==> src/dqe_pkg.sv <==
// Shared types and constants for the double-ended queue.
`default_nettype none

package dqe_pkg;

  localparam int unsigned REQ_W    = 3;
  localparam int unsigned WORD_W   = 32;
  localparam int unsigned STATUS_W = 2;
  localparam int unsigned FILL_W   = 5;

  typedef enum logic [REQ_W-1:0] {
    REQ_PUSH_FRONT = 3'd0,
    REQ_PUSH_REAR  = 3'd1,
    REQ_POP_FRONT  = 3'd2,
    REQ_POP_REAR   = 3'd3,
    REQ_READ_ALL   = 3'd4
  } req_e;

  typedef enum logic [STATUS_W-1:0] {
    STATUS_OK    = 2'd0,
    STATUS_EMPTY = 2'd1,
    STATUS_FULL  = 2'd2
  } status_e;

  typedef enum logic [1:0] {
    CMD_HOLD,
    CMD_SHIFT_IN,
    CMD_LOAD_REAR,
    CMD_ROTATE
  } cell_cmd_e;

  typedef enum logic [1:0] {
    ST_IDLE,
    ST_READ,
    ST_POP_REAR
  } state_e;

endpackage

`default_nettype wire

==> src/dqe_if.sv <==
// Request and response channel interfaces for the double-ended queue.
`default_nettype none

interface dqe_req_if;
  logic                              valid;
  logic                              ready;
  logic        [dqe_pkg::REQ_W-1:0]  req_type;
  logic signed [dqe_pkg::WORD_W-1:0] push_value;

  modport source (output valid, output req_type, output push_value, input ready);
  modport sink   (input valid, input req_type, input push_value, output ready);
endinterface

interface dqe_rsp_if;
  logic                                valid;
  logic                                ready;
  logic        [dqe_pkg::STATUS_W-1:0] status;
  logic signed [dqe_pkg::WORD_W-1:0]   word_out;
  logic                                last_of_run;
  logic        [dqe_pkg::FILL_W-1:0]   fill_count;

  modport source (output valid, output status, output word_out, output last_of_run,
                  output fill_count, input ready);
  modport sink   (input valid, input status, input word_out, input last_of_run,
                  input fill_count, output ready);
endinterface

`default_nettype wire

==> src/dqe_cell.sv <==
// One storage cell of the queue chain: holds one word and takes it from a neighbor, the push input or the first cell.
`default_nettype none

module dqe_cell #(
  parameter int unsigned IDX   = 0,
  parameter int unsigned CNT_W = 5
) (
  input  wire                              clk_i,
  input  dqe_pkg::cell_cmd_e               cmd_i,
  input  wire  [CNT_W-1:0]                 count_i,
  input  wire  [dqe_pkg::WORD_W-1:0]       prev_i,
  input  wire  [dqe_pkg::WORD_W-1:0]       next_i,
  input  wire  [dqe_pkg::WORD_W-1:0]       head_i,
  input  wire  [dqe_pkg::WORD_W-1:0]       push_i,
  output logic [dqe_pkg::WORD_W-1:0]       data_o
);

  logic [dqe_pkg::WORD_W-1:0] data_q, data_d;
  logic                       at_count;
  logic                       at_tail;

  assign at_count = (count_i == CNT_W'(IDX));
  assign at_tail  = (count_i == CNT_W'(IDX + 1));

  always_comb begin
    data_d = data_q;
    case (cmd_i)
      dqe_pkg::CMD_SHIFT_IN:  data_d = prev_i;
      dqe_pkg::CMD_LOAD_REAR: if (at_count) data_d = push_i;
      dqe_pkg::CMD_ROTATE:    data_d = at_tail ? head_i : next_i;
      default:                data_d = data_q;
    endcase
  end

  always_ff @(posedge clk_i) begin
    data_q <= data_d;
  end

  assign data_o = data_q;

endmodule

`default_nettype wire

==> src/double_ended_queue.sv <==
// Double-ended queue top level: cell chain, request sequencer and response register.
// The queue holds up to DEPTH signed words in a chain of cells, front word in the first
// cell. Push front, push rear and pop front keep the sequencer idle, so one such request
// is taken per cycle while responses are consumed. Pop rear and read out walk the chain:
// it rotates one place per cycle, holding where a response cannot yet be given, until
// the wanted word reaches the first cell, and a full read out rotates the chain once
// around, which leaves the order unchanged. A refused push, an empty pop and an unknown
// request likewise keep the sequencer idle. No clearing pass follows reset.
`default_nettype none

module double_ended_queue #(
  parameter int unsigned DEPTH = 16
) (
  input wire          clk_i,
  input wire          rst_ni,
  dqe_req_if.sink     req_i,
  dqe_rsp_if.source   rsp_o
);

  localparam int unsigned CNT_W  = $clog2(DEPTH + 1);
  localparam int unsigned WALK_W = $clog2(DEPTH);

  dqe_pkg::state_e     state_q, state_d;
  dqe_pkg::cell_cmd_e  cmd;
  dqe_pkg::req_e       req;

  logic [CNT_W-1:0]    count_q, count_d;
  logic [WALK_W-1:0]   walk_q, walk_d;

  logic                           out_valid_q, out_valid_d;
  dqe_pkg::status_e               out_status_q, out_status_d;
  logic [dqe_pkg::WORD_W-1:0]     out_word_q, out_word_d;
  logic                           out_last_q, out_last_d;
  logic [dqe_pkg::FILL_W-1:0]     out_fill_q, out_fill_d;

  logic [dqe_pkg::WORD_W-1:0]     cell_data [DEPTH];
  logic                           slot_free;
  logic                           accept;
  logic                           is_full;
  logic                           is_empty;

  assign req       = dqe_pkg::req_e'(req_i.req_type);
  assign slot_free = !out_valid_q || rsp_o.ready;
  assign req_i.ready = (state_q == dqe_pkg::ST_IDLE) && slot_free;
  assign accept    = req_i.valid && req_i.ready;
  assign is_full   = (count_q == CNT_W'(DEPTH));
  assign is_empty  = (count_q == '0);

  for (genvar i = 0; i < DEPTH; i++) begin : g_cell
    logic [dqe_pkg::WORD_W-1:0] prev;
    logic [dqe_pkg::WORD_W-1:0] next;

    if (i == 0) begin : g_first
      assign prev = req_i.push_value;
    end else begin : g_mid_prev
      assign prev = cell_data[i-1];
    end

    if (i == DEPTH - 1) begin : g_last
      assign next = cell_data[0];
    end else begin : g_mid_next
      assign next = cell_data[i+1];
    end

    dqe_cell #(
      .IDX   (i),
      .CNT_W (CNT_W)
    ) u_cell (
      .clk_i   (clk_i),
      .cmd_i   (cmd),
      .count_i (count_q),
      .prev_i  (prev),
      .next_i  (next),
      .head_i  (cell_data[0]),
      .push_i  (req_i.push_value),
      .data_o  (cell_data[i])
    );
  end

  // next state
  always_comb begin
    state_d = state_q;
    unique case (state_q)
      dqe_pkg::ST_IDLE: begin
        if (accept && !is_empty) begin
          if (req == dqe_pkg::REQ_READ_ALL) begin
            state_d = dqe_pkg::ST_READ;
          end else if (req == dqe_pkg::REQ_POP_REAR && count_q != CNT_W'(1)) begin
            state_d = dqe_pkg::ST_POP_REAR;
          end
        end
      end
      dqe_pkg::ST_READ: begin
        if (slot_free && walk_q == '0) state_d = dqe_pkg::ST_IDLE;
      end
      dqe_pkg::ST_POP_REAR: begin
        if (slot_free && walk_q == '0) state_d = dqe_pkg::ST_IDLE;
      end
      default: state_d = dqe_pkg::ST_IDLE;
    endcase
  end

  // chain commands, counters and response
  always_comb begin
    cmd          = dqe_pkg::CMD_HOLD;
    count_d      = count_q;
    walk_d       = walk_q;
    out_valid_d  = out_valid_q && !rsp_o.ready;
    out_status_d = out_status_q;
    out_word_d   = out_word_q;
    out_last_d   = out_last_q;
    out_fill_d   = out_fill_q;

    unique case (state_q)
      dqe_pkg::ST_IDLE: begin
        if (accept) begin
          out_valid_d  = 1'b1;
          out_status_d = dqe_pkg::STATUS_OK;
          out_word_d   = '0;
          out_last_d   = 1'b1;
          out_fill_d   = dqe_pkg::FILL_W'(count_q);
          unique case (req) inside
            dqe_pkg::REQ_PUSH_FRONT, dqe_pkg::REQ_PUSH_REAR: begin
              if (is_full) begin
                out_status_d = dqe_pkg::STATUS_FULL;
              end else begin
                cmd        = (req == dqe_pkg::REQ_PUSH_FRONT) ? dqe_pkg::CMD_SHIFT_IN
                                                              : dqe_pkg::CMD_LOAD_REAR;
                count_d    = count_q + 1'b1;
                out_fill_d = dqe_pkg::FILL_W'(count_d);
              end
            end
            dqe_pkg::REQ_POP_FRONT, dqe_pkg::REQ_POP_REAR: begin
              if (is_empty) begin
                out_status_d = dqe_pkg::STATUS_EMPTY;
              end else if (req == dqe_pkg::REQ_POP_FRONT || count_q == CNT_W'(1)) begin
                cmd        = dqe_pkg::CMD_ROTATE;
                count_d    = count_q - 1'b1;
                out_word_d = cell_data[0];
                out_fill_d = dqe_pkg::FILL_W'(count_d);
              end else begin
                // rotate until the rear word reaches the first cell
                cmd         = dqe_pkg::CMD_ROTATE;
                walk_d      = WALK_W'(count_q - CNT_W'(2));
                out_valid_d = out_valid_q && !rsp_o.ready;
              end
            end
            dqe_pkg::REQ_READ_ALL: begin
              if (is_empty) begin
                out_status_d = dqe_pkg::STATUS_EMPTY;
              end else begin
                walk_d      = WALK_W'(count_q - 1'b1);
                out_valid_d = out_valid_q && !rsp_o.ready;
              end
            end
            default: ;
          endcase
        end
      end
      dqe_pkg::ST_READ: begin
        if (slot_free) begin
          cmd          = dqe_pkg::CMD_ROTATE;
          out_valid_d  = 1'b1;
          out_status_d = dqe_pkg::STATUS_OK;
          out_word_d   = cell_data[0];
          out_last_d   = (walk_q == '0);
          out_fill_d   = dqe_pkg::FILL_W'(count_q);
          if (walk_q != '0) walk_d = walk_q - 1'b1;
        end
      end
      dqe_pkg::ST_POP_REAR: begin
        if (walk_q != '0) begin
          cmd    = dqe_pkg::CMD_ROTATE;
          walk_d = walk_q - 1'b1;
        end else if (slot_free) begin
          cmd          = dqe_pkg::CMD_ROTATE;
          count_d      = count_q - 1'b1;
          out_valid_d  = 1'b1;
          out_status_d = dqe_pkg::STATUS_OK;
          out_word_d   = cell_data[0];
          out_last_d   = 1'b1;
          out_fill_d   = dqe_pkg::FILL_W'(count_d);
        end
      end
      default: ;
    endcase
  end

  always_ff @(posedge clk_i or negedge rst_ni) begin
    if (!rst_ni) begin
      state_q     <= dqe_pkg::ST_IDLE;
      count_q     <= '0;
      walk_q      <= '0;
      out_valid_q <= 1'b0;
    end else begin
      state_q     <= state_d;
      count_q     <= count_d;
      walk_q      <= walk_d;
      out_valid_q <= out_valid_d;
    end
  end

  always_ff @(posedge clk_i) begin
    out_status_q <= out_status_d;
    out_word_q   <= out_word_d;
    out_last_q   <= out_last_d;
    out_fill_q   <= out_fill_d;
  end

  assign rsp_o.valid       = out_valid_q;
  assign rsp_o.status      = out_status_q;
  assign rsp_o.word_out    = out_word_q;
  assign rsp_o.last_of_run = out_last_q;
  assign rsp_o.fill_count  = out_fill_q;

endmodule

`default_nettype wire

==> src/flat_wrapper.sv <==
// flat-port wrapper written by rule: the top's interface ports become plain ports
module double_ended_queue_flat 
#(
  parameter int unsigned DEPTH = 16
)
  (clk_i, rst_ni, req_i_valid, req_i_req_type, req_i_push_value, req_i_ready, rsp_o_valid, rsp_o_status, rsp_o_word_out, rsp_o_last_of_run, rsp_o_fill_count, rsp_o_ready);
  dqe_req_if req_i_i ();
  dqe_rsp_if rsp_o_i ();
  input wire clk_i;
  input wire rst_ni;
  input wire logic [$bits(req_i_i.valid)-1:0] req_i_valid;
  input wire logic [$bits(req_i_i.req_type)-1:0] req_i_req_type;
  input wire logic [$bits(req_i_i.push_value)-1:0] req_i_push_value;
  output wire logic [$bits(req_i_i.ready)-1:0] req_i_ready;
  output wire logic [$bits(rsp_o_i.valid)-1:0] rsp_o_valid;
  output wire logic [$bits(rsp_o_i.status)-1:0] rsp_o_status;
  output wire logic [$bits(rsp_o_i.word_out)-1:0] rsp_o_word_out;
  output wire logic [$bits(rsp_o_i.last_of_run)-1:0] rsp_o_last_of_run;
  output wire logic [$bits(rsp_o_i.fill_count)-1:0] rsp_o_fill_count;
  input wire logic [$bits(rsp_o_i.ready)-1:0] rsp_o_ready;
  assign req_i_i.valid = req_i_valid;
  assign req_i_i.req_type = req_i_req_type;
  assign req_i_i.push_value = req_i_push_value;
  assign req_i_ready = req_i_i.ready;
  assign rsp_o_valid = rsp_o_i.valid;
  assign rsp_o_status = rsp_o_i.status;
  assign rsp_o_word_out = rsp_o_i.word_out;
  assign rsp_o_last_of_run = rsp_o_i.last_of_run;
  assign rsp_o_fill_count = rsp_o_i.fill_count;
  assign rsp_o_i.ready = rsp_o_ready;
  double_ended_queue #(.DEPTH(DEPTH)) u_core (.clk_i(clk_i), .rst_ni(rst_ni), .req_i(req_i_i), .rsp_o(rsp_o_i));
endmodule
==> config.mk <==
export PLATFORM = sky130hd
export DESIGN_NAME = double_ended_queue_flat
export DESIGN_NICKNAME = d
export VERILOG_FILES = /design/src/dqe_pkg.sv /design/src/dqe_if.sv /design/src/dqe_cell.sv /design/src/double_ended_queue.sv /design/src/flat_wrapper.sv
export SDC_FILE = /design/constraint.sdc
export NUM_CORES = 1
export LEC_CHECK = 0
export BUFFER_PORTS_ARGS = -buffer_cell sky130_fd_sc_hd__buf_2
export CAP_MARGIN = 10
export CORE_ASPECT_RATIO = 1.2
export CORE_MARGIN = 2
export CORE_UTILIZATION = 35
export DETAILED_ROUTE_END_ITERATION = 10
export GPL_TIMING_DRIVEN = 0
export SYNTH_ARGS = -nofsm -noshare
export SYNTH_HDL_FRONTEND = slang
export SYNTH_SLANG_ARGS = --single-unit
==> constraint.sdc <==
create_clock -name clk_i -period 4.3 [get_ports clk_i]
set_input_delay 1.29 -clock clk_i [delete_from_list [all_inputs] [get_ports clk_i]]
set_output_delay 1.29 -clock clk_i [all_outputs]
set_load 0.01 [all_outputs]
After elaboration in Yosys (flattened, before gate mapping)
Cells that the tools add are included.

Flip-flop bits (word level): 564. Bits of input ports: 39. Output and inout bits: 42. Logic and storage cells: 231.

Add/sub/neg operators: 4. Equal/unequal tests: 54. Mux-type cells: 105. Reduce and logical (&&, ||, !) cells: 44.

Operators by type and width (count): case mux 32 bit (3 select lines) (17); two-way mux 32 bit (37); == test 5 x 4 -> 1 bit (second input constant) (8); != test 2 bit (second input constant) (18); two-way mux 5 bit (7); AND reduction 2 bit (15); two-way mux 2 bit (14); two-way mux 4 bit (6); == test 5 x 3 -> 1 bit (second input constant) (4); case mux 5 bit (2 select lines) (2); != test 3 bit (second input constant) (5); case mux 5 bit (3 select lines) (1); case mux 2 bit (2 select lines) (3); case mux 2 bit (3 select lines) (2); case mux 4 bit (3 select lines) (1); two-way mux 1 bit (11); == test 5 x 2 -> 1 bit (second input constant) (2); != test 2 x 1 -> 1 bit (second input constant) (5); AND reduction 3 bit (3); case mux 4 bit (2 select lines) (1); AND reduction 7 bit (1); == test 2 bit (second input constant) (3); == test 3 x 2 -> 1 bit (second input constant) (2); logical AND 1 bit (6); 25 further kinds (33).

Depth between registers and ports, before layout
Depth in word-level cells: 9. Gate-level depth with buffers: 12.

Cells and area by module
A second synthesis with hierarchy kept.

Cell total of the unflattened synthesis: 4176. Area total of the unflattened synthesis: 43213.9 µm².

By module, submodules not included: dqe_cell (u_core.g_cell[10].u_cell ...) (times used 3, cells an instance 262, area each 2643.8 µm²); dqe_cell (u_core.g_cell[2].u_cell ...) (times used 3, cells an instance 262, area each 2582.5 µm²); dqe_cell (u_core.g_cell[5].u_cell ...) (times used 2, cells an instance 224, area each 2441.1 µm²); double_ended_queue (times used 1, cells an instance 287, area each 3011.6 µm²); dqe_cell (u_core.g_cell[0].u_cell) (times used 1, cells an instance 262, area each 2705.1 µm²); dqe_cell (u_core.g_cell[14].u_cell) (times used 1, cells an instance 262, area each 2631.3 µm²); dqe_cell (u_core.g_cell[1].u_cell) (times used 1, cells an instance 223, area each 2434.8 µm²); dqe_cell (u_core.g_cell[3].u_cell) (times used 1, cells an instance 223, area each 2426.1 µm²); dqe_cell (u_core.g_cell[13].u_cell) (times used 1, cells an instance 225, area each 2421.1 µm²); dqe_cell (u_core.g_cell[7].u_cell) (times used 1, cells an instance 226, area each 2404.8 µm²); dqe_cell (u_core.g_cell[15].u_cell) (times used 1, cells an instance 225, area each 2401.1 µm²); dqe_cell (u_core.g_cell[11].u_cell) (times used 1, cells an instance 223, area each 2217.1 µm²).

Least setup slack after synthesis
Ideal clock, no wire load.

Path kind: input port to flip-flop. From: input rsp_o_ready. To: register u_core.out_status_q[0] (netlist: u_core.rsp_o.status[0]), enable pin. Setup time: 0.477 ns. Arrival: 4.300 ns. Required time: 3.823 ns. Setup slack: -0.477 ns. Cell stages on the path: 4. Buffers on the path: 1. Path through: nand2b_1 clkbuf_1 a21oi_1 a211oi_1.

Word-level cells in the longest chain between the ends: 5.

Ends and longest elaborated chain: start: declaration (RTL line flat_wrapper.sv:20) `input wire logic [$bits(rsp_o_i.ready)-1:0] rsp_o_ready;`; logical OR 1 bit (RTL line double_ended_queue.sv:43) `assign slot_free = !out_valid_q || rsp_o.ready;`; logical AND 1 bit (RTL line double_ended_queue.sv:44) `assign req_i.ready = (state_q == dqe_pkg::ST_IDLE) && slot_free;`; logical AND 1 bit (RTL line double_ended_queue.sv:45) `assign accept = req_i.valid && req_i.ready;`; != test 2 x 1 -> 1 bit (no line); AND reduction 3 bit (no line); end signal: assignment (RTL line double_ended_queue.sv:204) `out_status_q <= out_status_d;`; end: declaration (RTL line double_ended_queue.sv:31) `dqe_pkg::status_e out_status_q, out_status_d;`.

No other way between the ends. A chain may end at the register's enable or synchronous reset.

Worst setup path after layout
From: register u_core.count_q[0]. To: register u_core.g_cell[2].u_cell.data_q, in the netlist u_core.g_cell[2].u_cell.data_o[18], enable pin.

Word-level cells in the longest chain between the ends: 8.

Ends and longest elaborated chain: start: declaration (RTL line double_ended_queue.sv:27) `logic [CNT_W-1:0] count_q, count_d;`; start signal: assignment (RTL line double_ended_queue.sv:197) `count_q <= count_d;`; == test 5 bit / zero test 5 bit (equally long branches) (RTL line double_ended_queue.sv:46, double_ended_queue.sv:47); two-way mux 2 bit (on tied branches) (RTL line double_ended_queue.sv:124, double_ended_queue.sv:134); case mux 2 bit (2 select lines) (RTL line double_ended_queue.sv:122) `unique case (req) inside`; two-way mux 2 bit (RTL line double_ended_queue.sv:116) `if (accept) begin`; case mux 2 bit (3 select lines) (RTL line double_ended_queue.sv:114) `unique case (state_q)`; == test 2 bit / == test 2 x 1 -> 1 bit (equally long branches) (RTL line dqe_cell.sv:27) `case (cmd_i)`; != test 2 bit (no line) / nonzero test 3 bit (equally long branches); AND reduction 2 bit (no line) *; end signal: assignment (RTL line dqe_cell.sv:36) `data_q <= data_d;`; end: declaration (RTL line dqe_cell.sv:18) `logic [dqe_pkg::WORD_W-1:0] data_q, data_d;`.

Mark *: on every way between the ends. The rest lies on a longest branch, timed or not.

==> run_results.csv <==
group,metric,value,unit
worst_setup_path,cp_top_family,"buffers and inverters",
clock_network,cts_tree,"built",
timing,maxSlewViolCount,0,
placed_design,place_area,34000,sq um
global_route,grt_pass1_vias,27300,
placed_design,dp.cells,4453,
detailed_routing,wl_met1,50300,um
final_layout,drive_gt1_frac,0.123,
synthesis,syn_area,31500,sq um
detailed_routing,drc_errors,0,
global_route,antenna_found_initial,9,
final_layout,layout_common_cells,"898 x nand2_1, 552 x edfxtp_1, 416 x a22o_1, 388 x nand3_1, 196 x clkbuf_1",
synthesis,synth-main-ff-cell,"edfxtp_1",
floorplanning,start_util,0.353,
synthesis,synth_cells,3192,
floorplanning,ios,81,
timing,rsz0062_at_grt,"no",
final_layout,finalInstanceArea,36400,sq um
run_status,status,"completed",
floorplanning,core_area,89200,sq um
detailed_routing,wl_met2,62900,um
synthesis,synth-seq-area-share,0.535,
timing,worst_pin_slew,1210,ps
placed_design,hpwl,94300,um
run,cap_violations,0,
detailed_routing,num_vias,28600,
global_route,grt_use_total,0.289,
clock_network,cts_buffers,59,
clock_network,clk_pin_slew,60,ps
timing,fin_skew,27.4,ps
detailed_routing,viasPerCell,6.23,
final_layout,layout_commonest_cell,"nand2_1",
detailed_routing,drt-pass1-iter-count,7,
timing,hold_violations,0,
floorplanning,die_h,333,um
worst_setup_path,required,4710,ps
timing,finalSetupViolCount,0,
worst_setup_path,crit_buf_inv,6,
timing,fmaxAchievable,233,MHz
global_route,grt_max_degree,21,
detailed_routing,drtAntennaViolNets,0,
synthesis,yosysWarnings,0,
clock_network,cts_hold_buf,0,
detailed_routing,totalWireLength,138000,um
worst_setup_path,crit_path_max_fanout,14,
clock_network,clock_path_buffers,3,
floorplanning,fp-row-count,120,
synthesis,synth-edff-count,552,
worst_setup_path,crit_path_end_kind,"flop",
clock_network,clock-root-buffer,"clkbuf_16",
global_route,gr-total-overflow,0,
final_layout,final_nets,3426,
worst_setup_path,crit_arrival,4690,ps
placed_design,gp_congestion,0.969,
detailed_routing,wl_met3,15800,um
min_path,hold_path_class,"input port to async pin",
synthesis,synth-seq-cells,564,
worst_setup_path,path_class,"flop to flop",
final_layout,final_util,0.408,
synthesis,async_reset_ff_frac,0.0213,
final_layout,syn2layout_area_growth,15.4,%
timing,period_share,0.996,
worst_setup_path,worst_setup_path_start_kind,"flop",
floorplanning,die_w,278,um
floorplanning,die_area,92500,sq um
global_route,grt_first_pass_wirelength,194000,um
worst_setup_path,cp_slowest_cell,"nor4bb_1",
clock_network,cts.htree.levels,2,
timing,slew_headroom,0.186,
placed_design,io_buffers,80,
worst_setup_path,worstPathCellList,"clkbuf_2 > inv_1 > ha_1 > nor4bb_1 > o32a_1 > buf_2 > a2bb2oi_4 > clkbuf_4 > buf_4 > a21oi_4 > buf_12",
timing,worst_slack,15.1,ps
timing,fin_crit,4280,ps
detailed_routing,top_layer,"met5",
final_layout,final-instance-count-excl-fill,4586,
synthesis,yosysUniqueCellTypes,70,
clock_network,cts_sinks,564,
worst_setup_path,cp_slowest_stage_delay,510,ps
synthesis,syn_nets,3246,
detailed_routing,first_iter_violations,4298,
clock_network,clk-insertion-delay-late,690,ps
detailed_routing,avgRoutedWirePerCell,30.0,um
placed_design,pre_cts_slack,-901,ps
synthesis,yosysTopAreaCellShare,0.526,
synthesis,synth_top_area_cell,"edfxtp_1",
synthesis,synth.avg_cell_area,9.87,sq um
synthesis,synthTopCellsByArea,"edfxtp_1 53%, a22o_1 12%, nand2_1 11%, nand3_1 6.2%, clkbuf_1 2.4%",
## synth_stat cells, types with 12 or more instances
| cell type | instances |
|---|---|
| a22o_1 | 416 |
| o21a_4 | 20 |
| o2bb2ai_1 | 33 |
| o21a_1 | 12 |
| and2_1 | 13 |
| edfxtp_1 | 552 |
| mux2i_1 | 38 |
| mux2_2 | 34 |
| nor3_1 | 38 |
| inv_1 | 15 |
| buf_6 | 23 |
| nor2_1 | 60 |
| dfrtp_1 | 12 |
| nand3_1 | 388 |
| nor2b_1 | 35 |
| buf_2 | 88 |
| nand2_1 | 898 |
| clkbuf_1 | 198 |
| buf_1 | 41 |
| a21oi_1 | 132 |
| ha_1 | 15 |
| a211oi_1 | 34 |
| o21ai_0 | 13 |
## cell type report
type / count / area [sq um]
diodes: 5 / 12.5
fillers: 8771 / 52800
multi-input cells: 2257 / 13100
inverters: 15 / 56.3
flip-flops and latches: 564 / 16900
clock inverters: 41 / 522
repair buffers: 119 / 1140
clock buffers: 70 / 1550
well taps: 1159 / 1450
plain buffers: 356 / 1660
## cells by family (layout without fill, tap and decap cells)
group	Yosys count	in the layout	share of synthesized area
buffers and inverters	371	601	0.0539
other	0	5	0
AND/OR/NAND/NOR	1467	1467	0.200
flip-flops	564	564	0.535
multiplexers	72	72	0.0242
AO/OA/AOI/OAI	697	697	0.179
adder cells (fa/ha/maj)	15	15	0.00595
XOR/XNOR	6	6	0.00167
## final timing paths
kind	endpoint	slack (ps)	from	cells after the start
worst min register to register	u_core.g_cell[8].u_cell.data_o[20]$_DFFE_PP_	570	u_core.g_cell[7].u_cell.data_o[20]$_DFFE_PP_	1
worst max register to register	u_core.g_cell[2].u_cell.data_o[18]$_DFFE_PP_	20	u_core.count_q[0]$_DFFE_PN0P_	11
worst min-delay path	u_core.count_q[1]$_DFFE_PN0P_	520	rst_ni	1
worst max-delay path	u_core.g_cell[2].u_cell.data_o[18]$_DFFE_PP_	20	u_core.count_q[0]$_DFFE_PN0P_	11
max in group asynchronous	u_core.walk_q[0]$_DFFE_PN0P_	3520	rst_ni	1
min in group clk_i	u_core.g_cell[8].u_cell.data_o[20]$_DFFE_PP_	570	u_core.g_cell[7].u_cell.data_o[20]$_DFFE_PP_	1
## metal layers
layer,track usage,vias to the layer above
met3,0.0785,537
met5,0.00366,-
met2,0.466,2131
li1,-,12000
met1,0.351,13900
met4,0.158,12
## stage by stage
| step | hold WS (ps) | TNS (ps) |
|---|---|---|
| 5_1_grt | 538 | 0 |
| 4_1_cts | 521 | 0 |
| 3_3_place_gp | 549 | -1171920 |
| 2_1_floorplan | 536 | -24400 |
| 6_report | 522 | 0 |
| 3_5_place_dp | 556 | -366230 |
## sequential cells by signal, summed over array words and instances (netlist names)
name / count
u_core.rsp_o.status: 2
u_core.rsp_o.fill_count: 5
u_core.g_cell.u_cell.data_o: 512
u_core.rsp_o.word_out: 32
u_core.count_q: 5
u_core.rsp_o.valid: 1
u_core.state_q: 2
u_core.walk_q: 4
u_core.rsp_o.last_of_run: 1
## repair_timing
| action | 4_1_cts | 5_1_grt |
|---|---|---|
| gates resized for setup | 7 | 22 |
| setup endpoints to repair | 511 | 554 |
| endpoints found under the hold margin | 0 | 0 |
| gates cloned | 0 | 0 |
| pin swaps | 13 | 0 |
| buffers inserted | 17 | 0 |
Power is left out: the tool's default activity adds up to more than one toggle a clock period on the data nets, which glitch-free logic cannot reach.
